===== src/rtl/spims_pkg.sv =====
// Shared types and constants of the SPI master message sequencer.
package spims_pkg;

	localparam int TX_DEPTH_DEFAULT = 256;
	localparam int POS_W = 17;

	localparam logic [2:0] KIND_LOAD  = 3'd0;
	localparam logic [2:0] KIND_START = 3'd1;
	localparam logic [2:0] KIND_RX    = 3'd2;
	localparam logic [2:0] KIND_TXE   = 3'd3;
	localparam logic [2:0] KIND_ERROR = 3'd4;

	typedef struct packed {
		logic [2:0]  kind;
		logic [7:0]  tx_index;
		logic [7:0]  tx_byte;
		logic [8:0]  tx_length;
		logic [15:0] skip_count;
		logic [15:0] take_count;
		logic        assert_select;
		logic        release_select;
		logic [7:0]  rx_byte;
	} cmd_t;

	typedef struct packed {
		logic        tx_valid;
		logic [7:0]  tx_data;
		logic        rx_valid;
		logic [15:0] rx_offset;
		logic [7:0]  rx_data;
		logic [15:0] transferred_count;
		logic        message_done;
		logic        select_active;
		logic        busy_res;
	} rsp_t;

endpackage


===== src/rtl/spims_ram.sv =====
// Generic single-port-write, single-port-read RAM with registered read data.
module spims_ram #(
	parameter int WIDTH = 8,
	parameter int DEPTH = spims_pkg::TX_DEPTH_DEFAULT,
	localparam int AW = (DEPTH > 1) ? $clog2(DEPTH) : 1
) (
	input  logic             clk,
	input  logic             we,
	input  logic [AW-1:0]    waddr,
	input  logic [WIDTH-1:0] wdata,
	input  logic             re,
	input  logic [AW-1:0]    raddr,
	output logic [WIDTH-1:0] rdata
);

	logic [WIDTH-1:0] mem [DEPTH];

	always_ff @(posedge clk) begin
		if (we) begin
			mem[waddr] <= wdata;
		end
		if (re) begin
			rdata <= mem[raddr];
		end
	end

endmodule


===== src/rtl/spi_master_message_sequencer.sv =====
// Top level of the SPI master message sequencer.
// The block takes one item per clock cycle while the output side does not stall, and returns
// exactly one result per item. The registered read of the transmit buffer RAM and the
// stage-one register are both loaded when an item is accepted, and the output register is
// loaded from them when stage one advances. While a result waits at the output,
// one more item can be accepted into stage one, and then the input stalls until the output
// moves. Message cursors, lengths and chip-select state live in registers updated at
// acceptance; transmit bytes live in a TX_DEPTH-entry RAM that is written by load items and
// read on transmit-empty items.
module spi_master_message_sequencer #(
	parameter int TX_DEPTH = spims_pkg::TX_DEPTH_DEFAULT
) (
	input  logic            clk,
	input  logic            arst_n,
	input  logic            cmd_valid,
	output logic            cmd_ready,
	input  spims_pkg::cmd_t cmd,
	output logic            rsp_valid,
	input  logic            rsp_ready,
	output spims_pkg::rsp_t rsp
);

	localparam int AW = (TX_DEPTH > 1) ? $clog2(TX_DEPTH) : 1;
	localparam int PW = spims_pkg::POS_W;
	localparam logic [PW-1:0] DEPTH_W = PW'(TX_DEPTH);

	logic [PW-1:0] rx_pos_q, tx_pos_q, len_q;
	logic [15:0]   skip_q, take_q;
	logic [8:0]    tl_q;
	logic          rel_q, sel_q, busy_q, done_q;

	logic [PW-1:0] rx_pos_d, tx_pos_d, len_d;
	logic [15:0]   skip_d, take_d;
	logic [8:0]    tl_d;
	logic          rel_d, sel_d, busy_d, done_d;

	logic            accept;
	logic            we, re;
	logic [AW-1:0]   waddr, raddr;
	logic [7:0]      rdata;
	logic [AW-1:0]   wrap_idx [256];
	logic [PW-1:0]   tl_clamp;
	logic [PW-1:0]   rx_total;
	logic [PW-1:0]   new_len;
	logic [PW-1:0]   off;
	logic [PW-1:0]   rx_inc;
	logic [PW-1:0]   tidx;
	logic [PW-1:0]   xfer;
	spims_pkg::rsp_t res;

	logic            v_s1;
	logic            mem_s1;
	spims_pkg::rsp_t res_s1;
	spims_pkg::rsp_t res_out;
	logic            rsp_valid_q;
	spims_pkg::rsp_t rsp_q;
	logic            adv;

	assign accept = cmd_valid && cmd_ready;
	assign adv = v_s1 && (!rsp_valid_q || rsp_ready);
	assign cmd_ready = !v_s1 || adv;
	assign rsp_valid = rsp_valid_q;
	assign rsp = rsp_q;

	for (genvar g = 0; g < 256; g++) begin : g_wrap
		assign wrap_idx[g] = AW'(g % TX_DEPTH);
	end

	assign waddr = wrap_idx[cmd.tx_index];

	always_comb begin
		tl_clamp = (PW'(cmd.tx_length) > DEPTH_W) ? DEPTH_W : PW'(cmd.tx_length);
		rx_total = PW'(cmd.skip_count) + PW'(cmd.take_count);
		new_len = (tl_clamp > rx_total) ? tl_clamp : rx_total;
		off = rx_pos_q - PW'(skip_q);
		rx_inc = rx_pos_q + PW'(1);
		tidx = (tx_pos_q < PW'(tl_q)) ? tx_pos_q : PW'(tl_q) - PW'(1);
		raddr = tidx[AW-1:0];

		rx_pos_d = rx_pos_q;
		tx_pos_d = tx_pos_q;
		len_d = len_q;
		skip_d = skip_q;
		take_d = take_q;
		tl_d = tl_q;
		rel_d = rel_q;
		sel_d = sel_q;
		busy_d = busy_q;
		done_d = done_q;
		we = 1'b0;
		re = 1'b0;
		res = '0;

		unique case (cmd.kind)
			spims_pkg::KIND_LOAD: begin
				we = accept;
			end
			spims_pkg::KIND_START: begin
				if (!busy_q) begin
					tl_d = tl_clamp[8:0];
					skip_d = cmd.skip_count;
					take_d = cmd.take_count;
					rel_d = cmd.release_select;
					len_d = new_len;
					rx_pos_d = '0;
					tx_pos_d = '0;
					done_d = 1'b0;
					if (cmd.assert_select) begin
						sel_d = 1'b1;
					end
					if (new_len == '0) begin
						done_d = 1'b1;
						busy_d = 1'b0;
						if (cmd.release_select) begin
							sel_d = 1'b0;
						end
					end else begin
						busy_d = 1'b1;
					end
				end
			end
			spims_pkg::KIND_RX: begin
				if (busy_q) begin
					if (rx_pos_q >= PW'(skip_q) && off < PW'(take_q)) begin
						res.rx_valid = 1'b1;
						res.rx_offset = off[15:0];
						res.rx_data = cmd.rx_byte;
					end
					rx_pos_d = rx_inc;
					if (rx_inc >= len_q) begin
						done_d = 1'b1;
						busy_d = 1'b0;
						if (rel_q) begin
							sel_d = 1'b0;
						end
					end
				end
			end
			spims_pkg::KIND_TXE: begin
				if (busy_q && tx_pos_q < len_q) begin
					res.tx_valid = 1'b1;
					re = accept && (tl_q != '0);
					tx_pos_d = tx_pos_q + PW'(1);
				end
			end
			default: begin
			end
		endcase

		xfer = (rx_pos_d < tx_pos_d) ? rx_pos_d : tx_pos_d;
		res.transferred_count = (xfer > PW'(16'hFFFF)) ? 16'hFFFF : xfer[15:0];
		res.message_done = done_d;
		res.select_active = sel_d;
		res.busy_res = busy_d;
	end

	spims_ram #(
		.WIDTH(8),
		.DEPTH(TX_DEPTH)
	) u_tx_ram (
		.clk  (clk),
		.we   (we),
		.waddr(waddr),
		.wdata(cmd.tx_byte),
		.re   (re),
		.raddr(raddr),
		.rdata(rdata)
	);

	always_comb begin
		res_out = res_s1;
		res_out.tx_data = mem_s1 ? rdata : 8'h00;
	end

	always_ff @(posedge clk or negedge arst_n) begin
		if (!arst_n) begin
			rx_pos_q <= '0;
			tx_pos_q <= '0;
			len_q <= '0;
			skip_q <= '0;
			take_q <= '0;
			tl_q <= '0;
			rel_q <= 1'b0;
			sel_q <= 1'b0;
			busy_q <= 1'b0;
			done_q <= 1'b0;
			v_s1 <= 1'b0;
			rsp_valid_q <= 1'b0;
		end else begin
			if (accept) begin
				rx_pos_q <= rx_pos_d;
				tx_pos_q <= tx_pos_d;
				len_q <= len_d;
				skip_q <= skip_d;
				take_q <= take_d;
				tl_q <= tl_d;
				rel_q <= rel_d;
				sel_q <= sel_d;
				busy_q <= busy_d;
				done_q <= done_d;
			end
			if (cmd_ready) begin
				v_s1 <= accept;
			end
			if (adv) begin
				rsp_valid_q <= 1'b1;
			end else if (rsp_ready) begin
				rsp_valid_q <= 1'b0;
			end
		end
	end

	always_ff @(posedge clk) begin
		if (accept) begin
			res_s1 <= res;
			mem_s1 <= re;
		end
		if (adv) begin
			rsp_q <= res_out;
		end
	end

	a_busy_not_done: assert property (@(posedge clk) disable iff (!arst_n)
		!(busy_q && done_q))
		else $error("message both busy and done");

	a_rx_in_range: assert property (@(posedge clk) disable iff (!arst_n)
		busy_q |-> (rx_pos_q < len_q))
		else $error("receive position past message length while busy");

	a_tx_in_range: assert property (@(posedge clk) disable iff (!arst_n)
		tx_pos_q <= len_q)
		else $error("transmit position past message length");

	a_tx_zero: assert property (@(posedge clk) disable iff (!arst_n)
		(rsp_valid && !rsp.tx_valid) |-> (rsp.tx_data == 8'h00))
		else $error("transmit data without transmit valid");

endmodule


===== config.mk =====
export PLATFORM = sky130hd
export DESIGN_NAME = spi_master_message_sequencer
export DESIGN_NICKNAME = d
export VERILOG_FILES = /design/src/rtl/spims_pkg.sv /design/src/rtl/spims_ram.sv /design/src/rtl/spi_master_message_sequencer.sv
export SDC_FILE = /design/constraint.sdc
export NUM_CORES = 2
export LEC_CHECK = 0
export ABC_AREA = 1
export ABC_CLOCK_PERIOD_IN_PS = 11300
export BUFFER_PORTS_ARGS = -buffer_cell sky130_fd_sc_hd__buf_4
export CAP_MARGIN = 20
export CORE_UTILIZATION = 40
export DETAILED_ROUTE_END_ITERATION = 7
export GPL_ROUTABILITY_DRIVEN = 0
export GPL_TIMING_DRIVEN = 0
export HOLD_SLACK_MARGIN = 0.02
export MAX_ROUTING_LAYER = met4
export SLEW_MARGIN = 20
export SYNTH_ARGS = -nofsm -noshare
export SYNTH_HDL_FRONTEND = slang
export SYNTH_SLANG_ARGS = --single-unit

===== constraint.sdc =====
create_clock -name clk -period 11.3 [get_ports clk]
set_clock_uncertainty 0.1 [all_clocks]
set_input_delay 1.695 -clock clk [delete_from_list [all_inputs] [get_ports clk]]
set_output_delay 1.695 -clock clk [all_outputs]
set_load 0.01 [all_outputs]

==> metrics.txt <==
Commonest cells post-synth=3,183 x nand2_1, 2,155 x edfxtp_1, 1,583 x nand3_1; RSZ-0062 raised after global routing=false; combinational share of power=52.5%; r2r endpoint=u_tx_ram.rdata[7]; share of layout cells above drive strength 1=9.11%; worst hold path type=flop to flop; Post-CTS Setup Repair Bufs=0; Die Wd=505 um; Core Area=0.251 mm2; Int Power=18,300 uW; Site Rows=184; Syn Nets=10,100; Startpoint Class=input pin; post-DR vias/cell=5.49; latest clock arrival within the worst-skew pair=0.91 ns; WHS Endpoint=rsp[24]; WL per Instance=26.1 um; Post-CTS Resized=0; failing checks=DRC; Die ar.=0.255 mm2; PwrDens=315 mW/mm2; maxcap violations=0; clock tree buffer depth=3; DRC errors left=176; number of synthesized flops with an enable pin=2,155; clock slew at reported path FFs=0.06 ns; Slew Limit Fails=0; Buffers on Ports=128; First-pass DRT Iterations=8; Num CTS Buffers=230; overflow left after global routing=0; worst hold path depth=0; Starting Density=40.2%; ys async rst share=4.35%; Sink Count=2,253; Top Ports=129; CP required=11.74 ns; ANT nets after route=0; vias in the first global route=70,100; reg2reg setup slack=5.83 ns; largest net degree at the start of global routing=107; Max FO, Critical Path=10; Sum Neg Setup Slack=0 ns; top cells by area, synth=edfxtp_1 64%, nand2_1 12%, nand3_1 7.8%, inv_1 5.3%, dfrtp_1 2.4%; Psw=18,000 uW; worst rel slew slack=15.5%; detailed-placement wirelength estimate=257,000 um; via count=76,500; final instance area=0.115 mm2; Post-Route WL=363,000 um; Hold Buf Count CTS=0; TritonCTS clock tree=yes; VDD IR-drop max=0.000305 V; Yosys warnings=0; Synth area leader=edfxtp_1; f_max=0.177 GHz; synthesized cell area=0.101 mm2; P_leak=0.0475 uW; Clk pwr share=21.3%; Netlist cell types=50; critical path type=input pin to flop; Yosys reg bits=2,253; total track usage=28.7%; worst-margin pin slew=1.27 ns; Final Hold Viols=0; Synth top area share=64.0%; switching share of total power=49.6%; min cycle time layout=5.64 ns; most frequent cell after synthesis=nand2_1; total power=36,300 uW; initial antenna violation count=16; sequential element share of the synthesized area=66.4%; period utilization=49.9%; part of the power in registers=26.2%; R2R depth=17; die height=505 um; status=finished, violations left; Root Driver=clkbuf_16; Setup Viol. Count Final=0; hold wc startpoint=res_out[24]; Cells after Synth=9,940; CP arrival=6.08 ns; first-pass GRT wire length=506,000 um; RR Startpoint=tx_pos_q[4]; CTS HTree Levels=4; Area after DPL=0.108 mm2; P&R area growth vs syn=14.0%; WHS=0.315 ns; syn avg cell area=10.2 um2; critical path endpoint category=flop; Iter 0 DRT Violations=12,600; final net count=10,500; Synth Flop Type=edfxtp_1
-- worst max-delay path, cell delays in order --
cell and delay [ns]:
buf_4 0.08, inv_1 0.07, nand3_1 0.13, nand2_1 0.41, clkinv_1 0.29, nand3_1 0.70, nor3_1 0.84, nand2_1 0.59
clkbuf_1 0.43, nor2_1 0.80
-- worst max-delay path by stage --
stage / startpoint / to / depth (start not counted)
after detailed placement: rsp_ready / u_tx_ram.mem[15][1] / 10
after floorplan: rsp_ready / rsp[0] / 2
after global placement: rsp_ready / rsp[51] / 3
final: rsp_ready / u_tx_ram.mem[15][7] / 10
after global routing: rsp_ready / u_tx_ram.mem[15][7] / 10
after CTS: rsp_ready / u_tx_ram.mem[15][0] / 10
-- state kept, by name, summed over array words and instances (netlist names) --
signal          cells
busy_q              1
done_q              1
len_q              17
mem_s1              1
rel_q               1
res_out            45
rsp                53
rsp_valid           1
rx_pos_q           17
sel_q               1
skip_q             16
take_q             16
tl_q                9
tx_pos_q           17
u_tx_ram.mem     2048
u_tx_ram.rdata      8
v_s1                1
-- stage by stage --
stage / setup slack (ns) / cells / util (%)
floorplan: 6.40 / 9940 / -
global placement: 3.70 / 13400 / 42.3
CTS: 5.81 / 13900 / 45.8
detailed placement: 4.86 / 13500 / 42.8
global route: 5.60 / 13900 / 45.9
finish: 5.66 / 13900 / 45.9
-- layout make-up --
class,count,area [um2]
Clock buffer,294,6120
Tap cell,3348,4190
Fill cell,23100,136000
Clock inverter,139,1500
Multi-Input combinational cell,5751,26000
Inverter,1425,5350
Sequential cell,2253,67200
Buffer,511,2760
Antenna cell,20,50.0
Timing Repair Buffer,174,2130
-- metal layers --
metal,share of wire (%),vias up,global-route usage [%]
li1,-,33600,-
met3,12,977,6.95
met2,43,5155,41.9
met1,38,36700,36.7
met5,0,-,-
met4,6.4,0,15.8
-- power by group through the flow --
stage,logic [uW],clock network (uW),registers [uW]
3_3_place_gp,17900,0,9710
6_report,19100,7730,9520
2_1_floorplan,9950,0,9660
4_1_cts,18200,7740,9520
3_5_place_dp,18100,0,9700
5_1_grt,19600,8050,9530
-- cells in the final DEF (no fill, tap or decap), drive strengths merged, types with 2 or more instances in the layout --
master       n
nand2     3187
edfxtp    2155
nand3     1585
inv       1429
buf        581
clkbuf     398
nor2       379
o21ai      159
o211ai     127
ha         118
clkinv     110
dfrtp       98
a21oi       66
xor2        39
nor3        21
diode       20
bufinv      18
nand4       16
xnor2        7
o22ai        7
clkinvlp     7
a22oi        6
a211oi       6
nor4         5
a21o         4
o21bai       2
or2          2
a31oi        2
and2         2
nand3b       2
fa           2
-- logic make-up (layout without fill, tap and decap cells) --
group           Yosys count  count (layout)  synth area share, %
buf+inv                1936            2543                 7.99
compound gates          385             385                 2.31
flops                  2253            2253                 66.4
xor+xnor                 46              46                0.398
fa+ha+maj               120             120                 1.50
simple gates           5200            5200                 21.4
other cells               0              20                    0
No activity file was read; power rests on OpenSTA's default activity.
